### src/design/rc5_pkg.sv
// rc5_pkg: shared constants, types and rotate helpers for the rc5 block cipher
// used by rc5_ctrl, rc5_dp and rc5_block_cipher
package rc5_pkg;

    localparam int ROUNDS    = 12;
    localparam int TABLE_LEN = 2 * ROUNDS + 2;
    localparam int ROW_COUNT = ROUNDS + 1;
    localparam int MIX_STEPS = 3 * TABLE_LEN;
    localparam int IDX_W     = $clog2(TABLE_LEN);
    localparam int ROW_W     = IDX_W - 1;
    localparam int STEP_W    = $clog2(MIX_STEPS);
    localparam int WORD_W    = 32;
    localparam int BLOCK_W   = 2 * WORD_W;
    localparam int KEY_W     = 2 * WORD_W;
    localparam int ROT_W     = 5;

    localparam logic [WORD_W-1:0] MAGIC_P   = 32'hB7E1_5163;
    localparam logic [WORD_W-1:0] MAGIC_Q   = 32'h9E37_79B9;
    localparam logic [ROT_W-1:0]  KEY_ROT   = 5'd3;

    typedef enum logic [2:0] {
        ST_FILL,
        ST_MIX_RD,
        ST_MIX_A,
        ST_MIX_B,
        ST_IDLE,
        ST_CRYPT
    } t_state;

    typedef enum logic [1:0] {
        OP_ENC_INIT,
        OP_ENC_ROUND,
        OP_DEC_ROUND,
        OP_DEC_FINAL
    } t_op;

    typedef struct packed {
        logic             key_load;
        logic             fill_we;
        logic             mix_clear;
        logic             mix_a_en;
        logic             mix_b_en;
        logic             key_sel;
        logic [IDX_W-1:0] wr_idx;
        logic [ROW_W-1:0] rd_row;
        logic             rd_bank;
        logic             blk_load;
        logic             step_en;
        logic             out_load;
        t_op              op;
    } t_dp_cmd;

    function automatic logic [WORD_W-1:0] rotl(input logic [WORD_W-1:0] x,
                                               input logic [ROT_W-1:0]  n);
        logic [2*WORD_W-1:0] t;
        t = {x, x} << n;
        return t[2*WORD_W-1:WORD_W];
    endfunction

    function automatic logic [WORD_W-1:0] rotr(input logic [WORD_W-1:0] x,
                                               input logic [ROT_W-1:0]  n);
        logic [2*WORD_W-1:0] t;
        t = {x, x} >> n;
        return t[WORD_W-1:0];
    endfunction

endpackage

### src/design/rc5_block_cipher.sv
// rc5_block_cipher: top level of the rc5-32 block cipher with stream ports
// depends on rc5_pkg, rc5_ctrl and rc5_dp
//
// Encrypts (tuser 0) or decrypts (tuser 1) 64-bit words with a 64-bit key,
// bytes little-endian with byte 0 in bit 7..0. A word is accepted in an idle
// cycle and then runs through a single round unit that reads one round key
// pair per cycle from the key table; the result is loaded at the end of the
// last round and the next word is taken the cycle after, so the block
// works on one word at a time while the result of the last one waits in
// the output register. A result that is not taken holds the last round
// until the output register frees up. Writing the key (and leaving reset)
// expands the key table: a fill pass over the table, then a read state and,
// for each mixing step, a MIX_A and a MIX_B state, as the table has a single
// read and write port. s_axis_tready stays low during expansion and in the
// cycle the key is written.
module rc5_block_cipher (
    input  logic                         i_clk,
    input  logic                         i_rst_n,
    input  logic                         i_cfg_we,
    input  logic [rc5_pkg::KEY_W-1:0]    i_cfg_wdata,
    input  logic                         s_axis_tvalid,
    output logic                         s_axis_tready,
    input  logic [rc5_pkg::BLOCK_W-1:0]  s_axis_tdata,   // data_in
    input  logic                         s_axis_tuser,   // action
    output logic                         m_axis_tvalid,
    input  logic                         m_axis_tready,
    output logic [rc5_pkg::BLOCK_W-1:0]  m_axis_tdata    // data_out
);

    rc5_pkg::t_dp_cmd cmd;

    rc5_ctrl u_ctrl (
        .i_clk       (i_clk),
        .i_rst_n     (i_rst_n),
        .i_cfg_we    (i_cfg_we),
        .i_in_valid  (s_axis_tvalid),
        .i_in_action (s_axis_tuser),
        .i_out_ready (m_axis_tready),
        .o_in_ready  (s_axis_tready),
        .o_out_valid (m_axis_tvalid),
        .o_cmd       (cmd)
    );

    rc5_dp u_dp (
        .i_clk   (i_clk),
        .i_rst_n (i_rst_n),
        .i_cmd   (cmd),
        .i_key   (i_cfg_wdata),
        .i_blk   (s_axis_tdata),
        .o_blk   (m_axis_tdata)
    );

endmodule

### src/design/rc5_dp.sv
// rc5_dp: round key banks, key expansion mixer and the single round unit
// depends on rc5_pkg, driven by rc5_ctrl through rc5_pkg::t_dp_cmd
module rc5_dp (
    input  logic                         i_clk,
    input  logic                         i_rst_n,
    input  rc5_pkg::t_dp_cmd             i_cmd,
    input  logic [rc5_pkg::KEY_W-1:0]    i_key,
    input  logic [rc5_pkg::BLOCK_W-1:0]  i_blk,
    output logic [rc5_pkg::BLOCK_W-1:0]  o_blk
);

    // even and odd round keys, one pair per row
    logic [rc5_pkg::WORD_W-1:0] r_mem_even [rc5_pkg::ROW_COUNT];
    logic [rc5_pkg::WORD_W-1:0] r_mem_odd  [rc5_pkg::ROW_COUNT];
    logic [rc5_pkg::WORD_W-1:0] r_rd_even;
    logic [rc5_pkg::WORD_W-1:0] r_rd_odd;
    logic                       r_rd_bank;

    logic [1:0][rc5_pkg::WORD_W-1:0] r_key_w;
    logic [rc5_pkg::WORD_W-1:0] r_fill_val;
    logic [rc5_pkg::WORD_W-1:0] r_mix_a;
    logic [rc5_pkg::WORD_W-1:0] r_mix_b;
    logic [rc5_pkg::WORD_W-1:0] r_a;
    logic [rc5_pkg::WORD_W-1:0] r_b;
    logic [rc5_pkg::BLOCK_W-1:0] r_out;

    logic [rc5_pkg::WORD_W-1:0] rd_word;
    logic [rc5_pkg::WORD_W-1:0] mix_sum;
    logic [rc5_pkg::WORD_W-1:0] n_mix_a;
    logic [rc5_pkg::WORD_W-1:0] n_mix_b;
    logic [rc5_pkg::WORD_W-1:0] n_a;
    logic [rc5_pkg::WORD_W-1:0] n_b;
    logic [rc5_pkg::WORD_W-1:0] wr_data;
    logic                       mem_we;
    logic [rc5_pkg::ROW_W-1:0]  wr_row;

    assign rd_word = r_rd_bank ? r_rd_odd : r_rd_even;
    assign mix_sum = r_mix_a + r_mix_b;
    assign n_mix_a = rc5_pkg::rotl(rd_word + r_mix_a + r_mix_b, rc5_pkg::KEY_ROT);
    assign n_mix_b = rc5_pkg::rotl(r_key_w[i_cmd.key_sel] + mix_sum,
                                   mix_sum[rc5_pkg::ROT_W-1:0]);
    assign mem_we  = i_cmd.fill_we | i_cmd.mix_a_en;
    assign wr_data = i_cmd.fill_we ? r_fill_val : n_mix_a;
    assign wr_row  = i_cmd.wr_idx[rc5_pkg::IDX_W-1:1];

    // one round per cycle, unless the last round is held for a busy output
    always_comb begin
        n_a = r_a;
        n_b = r_b;
        case (i_cmd.op)
            rc5_pkg::OP_ENC_INIT: begin
                n_a = r_a + r_rd_even;
                n_b = r_b + r_rd_odd;
            end
            rc5_pkg::OP_ENC_ROUND: begin
                n_a = rc5_pkg::rotl(r_a ^ r_b, r_b[rc5_pkg::ROT_W-1:0]) + r_rd_even;
                n_b = rc5_pkg::rotl(r_b ^ n_a, n_a[rc5_pkg::ROT_W-1:0]) + r_rd_odd;
            end
            rc5_pkg::OP_DEC_ROUND: begin
                n_b = rc5_pkg::rotr(r_b - r_rd_odd, r_a[rc5_pkg::ROT_W-1:0]) ^ r_a;
                n_a = rc5_pkg::rotr(r_a - r_rd_even, n_b[rc5_pkg::ROT_W-1:0]) ^ n_b;
            end
            rc5_pkg::OP_DEC_FINAL: begin
                n_a = r_a - r_rd_even;
                n_b = r_b - r_rd_odd;
            end
            default: begin
                n_a = r_a;
                n_b = r_b;
            end
        endcase
    end

    always_ff @(posedge i_clk) begin
        if (mem_we && !i_cmd.fill_we) begin
            if (i_cmd.wr_idx[0]) begin
                r_mem_odd[wr_row] <= wr_data;
            end else begin
                r_mem_even[wr_row] <= wr_data;
            end
        end else if (i_cmd.fill_we) begin
            if (i_cmd.wr_idx[0]) begin
                r_mem_odd[wr_row] <= wr_data;
            end else begin
                r_mem_even[wr_row] <= wr_data;
            end
        end
        r_rd_even <= r_mem_even[i_cmd.rd_row];
        r_rd_odd  <= r_mem_odd[i_cmd.rd_row];
        r_rd_bank <= i_cmd.rd_bank;
    end

    always_ff @(posedge i_clk) begin
        if (!i_rst_n) begin
            r_key_w    <= '0;
            r_fill_val <= rc5_pkg::MAGIC_P;
            r_mix_a    <= '0;
            r_mix_b    <= '0;
        end else begin
            if (i_cmd.key_load) begin
                r_key_w    <= i_key;
                r_fill_val <= rc5_pkg::MAGIC_P;
            end else begin
                if (i_cmd.fill_we) begin
                    r_fill_val <= r_fill_val + rc5_pkg::MAGIC_Q;
                end
                if (i_cmd.mix_b_en) begin
                    r_key_w[i_cmd.key_sel] <= n_mix_b;
                end
            end
            if (i_cmd.mix_clear) begin
                r_mix_a <= '0;
                r_mix_b <= '0;
            end else begin
                if (i_cmd.mix_a_en) begin
                    r_mix_a <= n_mix_a;
                end
                if (i_cmd.mix_b_en) begin
                    r_mix_b <= n_mix_b;
                end
            end
        end
    end

    always_ff @(posedge i_clk) begin
        if (i_cmd.blk_load) begin
            r_a <= i_blk[rc5_pkg::WORD_W-1:0];
            r_b <= i_blk[rc5_pkg::BLOCK_W-1:rc5_pkg::WORD_W];
        end else if (i_cmd.step_en) begin
            r_a <= n_a;
            r_b <= n_b;
        end
        if (i_cmd.out_load) begin
            r_out <= {n_b, n_a};
        end
    end

    assign o_blk = r_out;

endmodule

### src/design/rc5_ctrl.sv
// rc5_ctrl: sequencer for key fill, key mixing and block rounds
// depends on rc5_pkg, drives rc5_dp through rc5_pkg::t_dp_cmd
module rc5_ctrl (
    input  logic             i_clk,
    input  logic             i_rst_n,
    input  logic             i_cfg_we,
    input  logic             i_in_valid,
    input  logic             i_in_action,
    input  logic             i_out_ready,
    output logic             o_in_ready,
    output logic             o_out_valid,
    output rc5_pkg::t_dp_cmd o_cmd
);

    rc5_pkg::t_state r_state;
    rc5_pkg::t_state n_state;

    logic [rc5_pkg::IDX_W-1:0]  r_idx;
    logic [rc5_pkg::IDX_W-1:0]  n_idx;
    logic [rc5_pkg::STEP_W-1:0] r_step;
    logic [rc5_pkg::STEP_W-1:0] n_step;
    logic [rc5_pkg::ROW_W-1:0]  r_row;
    logic [rc5_pkg::ROW_W-1:0]  n_row;
    logic                       r_action;
    logic                       n_action;
    logic                       r_out_valid;
    logic                       n_out_valid;

    logic                       idx_last;
    logic                       step_last;
    logic [rc5_pkg::IDX_W-1:0]  idx_wrap;
    logic                       in_acc;
    logic                       crypt_last;
    logic                       out_free;
    logic [rc5_pkg::ROW_W-1:0]  row_next;
    logic [rc5_pkg::ROW_W-1:0]  row_first;

    assign idx_last   = (r_idx == rc5_pkg::IDX_W'(rc5_pkg::TABLE_LEN - 1));
    assign step_last  = (r_step == rc5_pkg::STEP_W'(rc5_pkg::MIX_STEPS - 1));
    assign idx_wrap   = idx_last ? '0 : r_idx + rc5_pkg::IDX_W'(1);
    assign in_acc     = i_in_valid && (r_state == rc5_pkg::ST_IDLE) && !i_cfg_we;
    assign out_free   = !r_out_valid || i_out_ready;
    assign crypt_last = r_action ? (r_row == '0)
                                 : (r_row == rc5_pkg::ROW_W'(rc5_pkg::ROUNDS));
    assign row_next   = r_action ? r_row - rc5_pkg::ROW_W'(1)
                                 : r_row + rc5_pkg::ROW_W'(1);
    assign row_first  = i_in_action ? rc5_pkg::ROW_W'(rc5_pkg::ROUNDS) : '0;

    // next state
    always_comb begin
        n_state = r_state;
        if (i_cfg_we) begin
            n_state = rc5_pkg::ST_FILL;
        end else begin
            case (r_state)
                rc5_pkg::ST_FILL:   n_state = idx_last ? rc5_pkg::ST_MIX_RD : rc5_pkg::ST_FILL;
                rc5_pkg::ST_MIX_RD: n_state = rc5_pkg::ST_MIX_A;
                rc5_pkg::ST_MIX_A:  n_state = rc5_pkg::ST_MIX_B;
                rc5_pkg::ST_MIX_B:  n_state = step_last ? rc5_pkg::ST_IDLE : rc5_pkg::ST_MIX_A;
                rc5_pkg::ST_IDLE:   n_state = in_acc ? rc5_pkg::ST_CRYPT : rc5_pkg::ST_IDLE;
                rc5_pkg::ST_CRYPT: begin
                    n_state = (crypt_last && out_free) ? rc5_pkg::ST_IDLE : rc5_pkg::ST_CRYPT;
                end
                default:            n_state = rc5_pkg::ST_FILL;
            endcase
        end
    end

    // counters and block flags
    always_comb begin
        n_idx    = r_idx;
        n_step   = r_step;
        n_row    = r_row;
        n_action = r_action;
        if (i_cfg_we) begin
            n_idx  = '0;
            n_step = '0;
        end else begin
            case (r_state)
                rc5_pkg::ST_FILL: begin
                    n_idx  = idx_wrap;
                    n_step = '0;
                end
                rc5_pkg::ST_MIX_B: begin
                    n_idx  = idx_wrap;
                    n_step = step_last ? '0 : r_step + rc5_pkg::STEP_W'(1);
                end
                rc5_pkg::ST_IDLE: begin
                    if (in_acc) begin
                        n_action = i_in_action;
                        n_row    = row_first;
                    end
                end
                rc5_pkg::ST_CRYPT: begin
                    if (!crypt_last) begin
                        n_row = row_next;
                    end
                end
                default: begin
                    n_idx = r_idx;
                end
            endcase
        end
    end

    // datapath commands
    always_comb begin
        o_cmd          = '0;
        o_cmd.key_load = i_cfg_we;
        o_cmd.key_sel  = r_step[0];
        o_cmd.wr_idx   = r_idx;
        o_cmd.rd_row   = r_idx[rc5_pkg::IDX_W-1:1];
        o_cmd.rd_bank  = r_idx[0];
        o_cmd.op       = r_action ? ((r_row == '0) ? rc5_pkg::OP_DEC_FINAL
                                                    : rc5_pkg::OP_DEC_ROUND)
                                  : ((r_row == '0) ? rc5_pkg::OP_ENC_INIT
                                                    : rc5_pkg::OP_ENC_ROUND);
        case (r_state)
            rc5_pkg::ST_FILL: begin
                o_cmd.fill_we   = 1'b1;
                o_cmd.mix_clear = idx_last;
            end
            rc5_pkg::ST_MIX_RD: begin
                o_cmd.rd_bank = r_idx[0];
            end
            rc5_pkg::ST_MIX_A: begin
                o_cmd.mix_a_en = 1'b1;
            end
            rc5_pkg::ST_MIX_B: begin
                o_cmd.mix_b_en = 1'b1;
                o_cmd.rd_row   = idx_wrap[rc5_pkg::IDX_W-1:1];
                o_cmd.rd_bank  = idx_wrap[0];
            end
            rc5_pkg::ST_IDLE: begin
                o_cmd.rd_row   = row_first;
                o_cmd.blk_load = in_acc;
            end
            rc5_pkg::ST_CRYPT: begin
                if (crypt_last) begin
                    o_cmd.rd_row   = r_row;
                    o_cmd.out_load = out_free;
                end else begin
                    o_cmd.rd_row  = row_next;
                    o_cmd.step_en = 1'b1;
                end
            end
            default: begin
                o_cmd.fill_we = 1'b0;
            end
        endcase
    end

    assign n_out_valid = o_cmd.out_load ? 1'b1 : (i_out_ready ? 1'b0 : r_out_valid);

    always_ff @(posedge i_clk) begin
        if (!i_rst_n) begin
            r_state     <= rc5_pkg::ST_FILL;
            r_idx       <= '0;
            r_step      <= '0;
            r_row       <= '0;
            r_action    <= 1'b0;
            r_out_valid <= 1'b0;
        end else begin
            r_state     <= n_state;
            r_idx       <= n_idx;
            r_step      <= n_step;
            r_row       <= n_row;
            r_action    <= n_action;
            r_out_valid <= n_out_valid;
        end
    end

    assign o_in_ready  = (r_state == rc5_pkg::ST_IDLE) && !i_cfg_we;
    assign o_out_valid = r_out_valid;

    a_out_no_overwrite: assert property (@(posedge i_clk) disable iff (!i_rst_n)
        o_cmd.out_load |-> (!r_out_valid || i_out_ready))
        else $error("result word loaded over an untaken result");

    a_accept_starts_rounds: assert property (@(posedge i_clk) disable iff (!i_rst_n)
        (in_acc && !i_cfg_we) |=> (r_state == rc5_pkg::ST_CRYPT))
        else $error("accepted word did not start the rounds");

    a_mix_ends_idle: assert property (@(posedge i_clk) disable iff (!i_rst_n)
        (r_state == rc5_pkg::ST_MIX_B && step_last && !i_cfg_we)
            |=> (r_state == rc5_pkg::ST_IDLE && r_idx == '0))
        else $error("key mixing did not end at table start");

    a_row_range: assert property (@(posedge i_clk) disable iff (!i_rst_n)
        (r_state == rc5_pkg::ST_CRYPT) |-> (r_row <= rc5_pkg::ROW_W'(rc5_pkg::ROUNDS)))
        else $error("round row out of range");

    a_idx_range: assert property (@(posedge i_clk) disable iff (!i_rst_n)
        r_idx <= rc5_pkg::IDX_W'(rc5_pkg::TABLE_LEN - 1))
        else $error("key index out of range");

endmodule

### config.mk
export PLATFORM = sky130hd
export DESIGN_NAME = rc5_block_cipher
export DESIGN_NICKNAME = d
export VERILOG_FILES = /design/src/design/rc5_pkg.sv /design/src/design/rc5_block_cipher.sv /design/src/design/rc5_dp.sv /design/src/design/rc5_ctrl.sv
export SDC_FILE = /design/constraint.sdc
export NUM_CORES = 2
export LEC_CHECK = 0
export BUFFER_PORTS_ARGS = -buffer_cell sky130_fd_sc_hd__buf_4
export CORE_ASPECT_RATIO = 0.7
export CORE_MARGIN = 5
export CORE_UTILIZATION = 30
export CTS_CLUSTER_DIAMETER = 200
export DETAILED_ROUTE_END_ITERATION = 16
export HOLD_SLACK_MARGIN = 0.06
export PLACE_DENSITY = 0.43
export SLEW_MARGIN = 20
export SYNTH_ARGS = -nofsm -noshare
export SYNTH_HDL_FRONTEND = slang
export SYNTH_SLANG_ARGS = --single-unit
### constraint.sdc
create_clock -name i_clk -period 13.5 [get_ports i_clk]
set_input_delay 2.7 -clock i_clk [delete_from_list [all_inputs] [get_ports i_clk]]
set_output_delay 2.7 -clock i_clk [all_outputs]
set_load 0.01 [all_outputs]
==> results.cfg <==
[setup_path]
crit_type = reg -> reg
worstPathMaxFanout = 18
critPathMostFrequentCell = a21oi_1
cp-start-kind = register
cp_top_family = compound AO/OA/AOI/OAI gates
r2r.worst_path.cells = 47
end_kind = register
crit_cells = 47
slowest_stage = o41ai_1
critPathArrivalTime_ns = 12.96
cp_data_required_time_ns = 14.14
max_stage_delay_ns = 0.68
crit_buf_inv = 5

[placement]
gp_congestion = 0.986
io_buffers = 199
place_inst = 10856
place_ws_ns = 1.57
dp_hpwl_mm = 237

[route]
first_pass_iters = 6
wl_mm = 333
via_per_inst = 5.75
drc = 0
drt_iter0_markers = 7365
post_drt_wl_per_cell_um = 29.9
vias = 63871
ant_nets = 0

[cts]
ctsLongestPathBuffers = 4
clk_pin_slew_ns = 0.07
clockRootBuffer = clkbuf_16
cts_tree = done
cts_resized = 0
cts_made_buffers = 141
clk_latency_ns = 0.81
cts_hold_buf = 0
cts_setup_buffers = 0
htreeDepth = 4
clkSinkCount = 1206

[power_and_ir_drop]
clkPwrFrac_pct = 39.2
switching_share_pct = 30.0
p_sw_mw = 2.97
p_leak_nw = 31.3
combPwrFrac_pct = 18.8
ir_drop_v = 0.0000989
power_density_nw_per_um2 = 117
internal_power_mw = 6.92
seqPwrFrac_pct = 42.0

[sta]
layout_setup_ws_ns = 1.18
holdWs_ns = 0.480
fmax_ghz = 0.0812
worstMarginPinSlew_ns = 1.22
setup_tns_ns = 0
hold_viol = 0
fin_crit_sh_pct = 91.2
fin_crit_ns = 12.32
setup_viol = 0
finalMaxSlewViolations = 0
slew_headroom_pct = 18.0
rsz0062_at_grt = no
finalClockSkew_ns = 0.0626

[global_routing]
grtUsageTotal_pct = 24.7
grt_pass1_wl_mm = 462
antenna_found_initial = 22
grt_start_max_net_pins = 161
grt_pass1_vias = 58816
gr-total-overflow = 0

[yosys]
yosysTopAreaCell = edfxtp_1
yosysSeqAreaShare_pct = 45.3
synthCells = 7673
synthTopCellsByArea = edfxtp_1 (39%), dfxtp_1 (6.6%), nand2_1 (5.1%)
ys_ff_latch = 1206
ys_warn_count = 0
synth-edff-count = 960
yosysTopAreaCellShare_pct = 38.7
synthesis.area_um2 = 74600
synth.distinct_cells = 103
yosysMostFrequentCell = nand2_1
synth.avg_cell_area_um2 = 9.72
synth-async-reset-ratio_pct = 0
syn_nets = 8103
ys.flop_type = edfxtp_1
yosys-top-cells-count = nand2_1 (1015), edfxtp_1 (960), a21oi_1 (629)

[hold_path]
whs_path_depth = 2
hp-class = reg -> reg

[floorplanning]
row_count = 153
io_pins = 200
start_util_pct = 30.1
core_area_um2 = 248000
die_area_um2 = 259000
die_x_um = 606
die_h_um = 427

[cells_and_area]
instances_no_fill = 11110
nFillCells = 25204
layout.nets = 8097
fin_util_pct = 34.2
drive_above_1_share_pct = 11.7
syn_to_final_growth_pct = 13.7

[job]
max_cap_violations = 0

[outcome]
outcome = complete, no violations
[metrics by stage]
stage	power, mW	cell area [um2]
finish	9.89	84800
floorplan	5.26	74600
global placement	6.03	80200
CTS	9.93	84700
detailed placement	6.02	80200
global route	10.2	84700
[power by group through the flow]
stage | Sequential [mW] | Combinational (mW) | Clock [mW]
finish | 4.15 | 1.86 | 3.88
global route | 4.15 | 1.96 | 4.14
CTS | 4.15 | 1.80 | 3.99
detailed placement | 4.23 | 1.79 | 0
global placement | 4.23 | 1.80 | 0
floorplan | 4.19 | 1.07 | 0
[flip-flops by register name, indices dropped and copies added (netlist names), 3 cells and up]
signal / cells
u_dp.r_mem_odd: 416
u_dp.r_rd_even: 32
u_dp.r_mem_even: 416
u_dp.r_fill_val: 32
u_dp.o_blk: 64
u_ctrl.r_state: 3
u_dp.r_mix_b: 32
u_dp.r_a: 32
u_dp.r_key_w: 64
u_dp.r_mix_a: 32
u_ctrl.r_row: 4
u_dp.r_b: 32
u_dp.r_rd_odd: 32
u_ctrl.r_step: 7
u_ctrl.r_idx: 5
[worst min-delay path, cell delays in order, from the launching register on]
cell     delay [ns]
dfxtp_1        0.32
nand2_1        0.06
a21oi_1        0.05
[layout make-up]
| class | instances | area, um2 | share of cell area (%) |
|---|---|---|---|
| diodes | 8 | 20.0 | 0.0236 |
| clock buffers | 184 | 3950 | 4.66 |
| clock inverters | 62 | 599 | 0.707 |
| inverters | 179 | 672 | 0.793 |
| multi-input cells | 5743 | 38600 | 45.5 |
| flip-flops and latches | 1206 | 33800 | 39.8 |
| well taps | 3332 | 4170 | 4.92 |
| repair buffers | 396 | 3040 | 3.58 |
[cells by family after synthesis]
logic type | share of synthesized area, %
adder cells (fa/ha/maj) | 5.37
AO/OA/AOI/OAI | 20.5
AND/OR/NAND/NOR | 14.5
buffers and inverters | 3.72
flip-flops | 45.3
multiplexers | 6.51
XOR/XNOR | 4.12
[per-layer routing]
| layer | vias up | part of all wire [%] | global-route usage (%) |
|---|---|---|---|
| li1 | 28859 | - | - |
| met4 | 2 | 2.5 | 5.48 |
| met2 | 2613 | 41 | 35.1 |
| met3 | 383 | 8.5 | 5.86 |
| met5 | - | 0.0039 | 0 |
| met1 | 32014 | 48 | 37.4 |
[layout by cell type (no fill, tap or decap), drive strengths merged, types with 42 or more instances in the layout]
cell,Yosys,final
a211oi,331,331
a21o,113,113
a21oi,630,630
a311oi,145,145
a31oi,118,118
and3,238,238
buf,70,396
clkbuf,475,184
clkinv,5,42
dfxtp,246,246
edfxtp,960,960
ha,256,256
inv,174,184
mux2,119,119
mux2i,241,241
mux4,48,48
nand2,1015,1015
nand3,91,91
nor2,598,598
nor3,149,149
o211ai,74,74
o21a,46,46
o21ai,407,407
o221ai,44,44
or3,47,47
xnor2,204,204
xor2,134,134
[final timing paths]
kind | endpoint | from | slack [ns]
min reg2reg | u_dp.r_mix_a[31]$_SDFFE_PP0P_ | u_dp.r_mix_a[31]$_SDFFE_PP0P_ | 0.48
min | u_dp.r_mix_a[31]$_SDFFE_PP0P_ | u_dp.r_mix_a[31]$_SDFFE_PP0P_ | 0.48
max reg2reg | u_dp.r_b[31]$_DFFE_PP_ | u_dp.r_b[0]$_DFFE_PP_ | 1.18
max | u_dp.r_b[31]$_DFFE_PP_ | u_dp.r_b[0]$_DFFE_PP_ | 1.18
No activity file was read; power rests on OpenSTA's default activity.
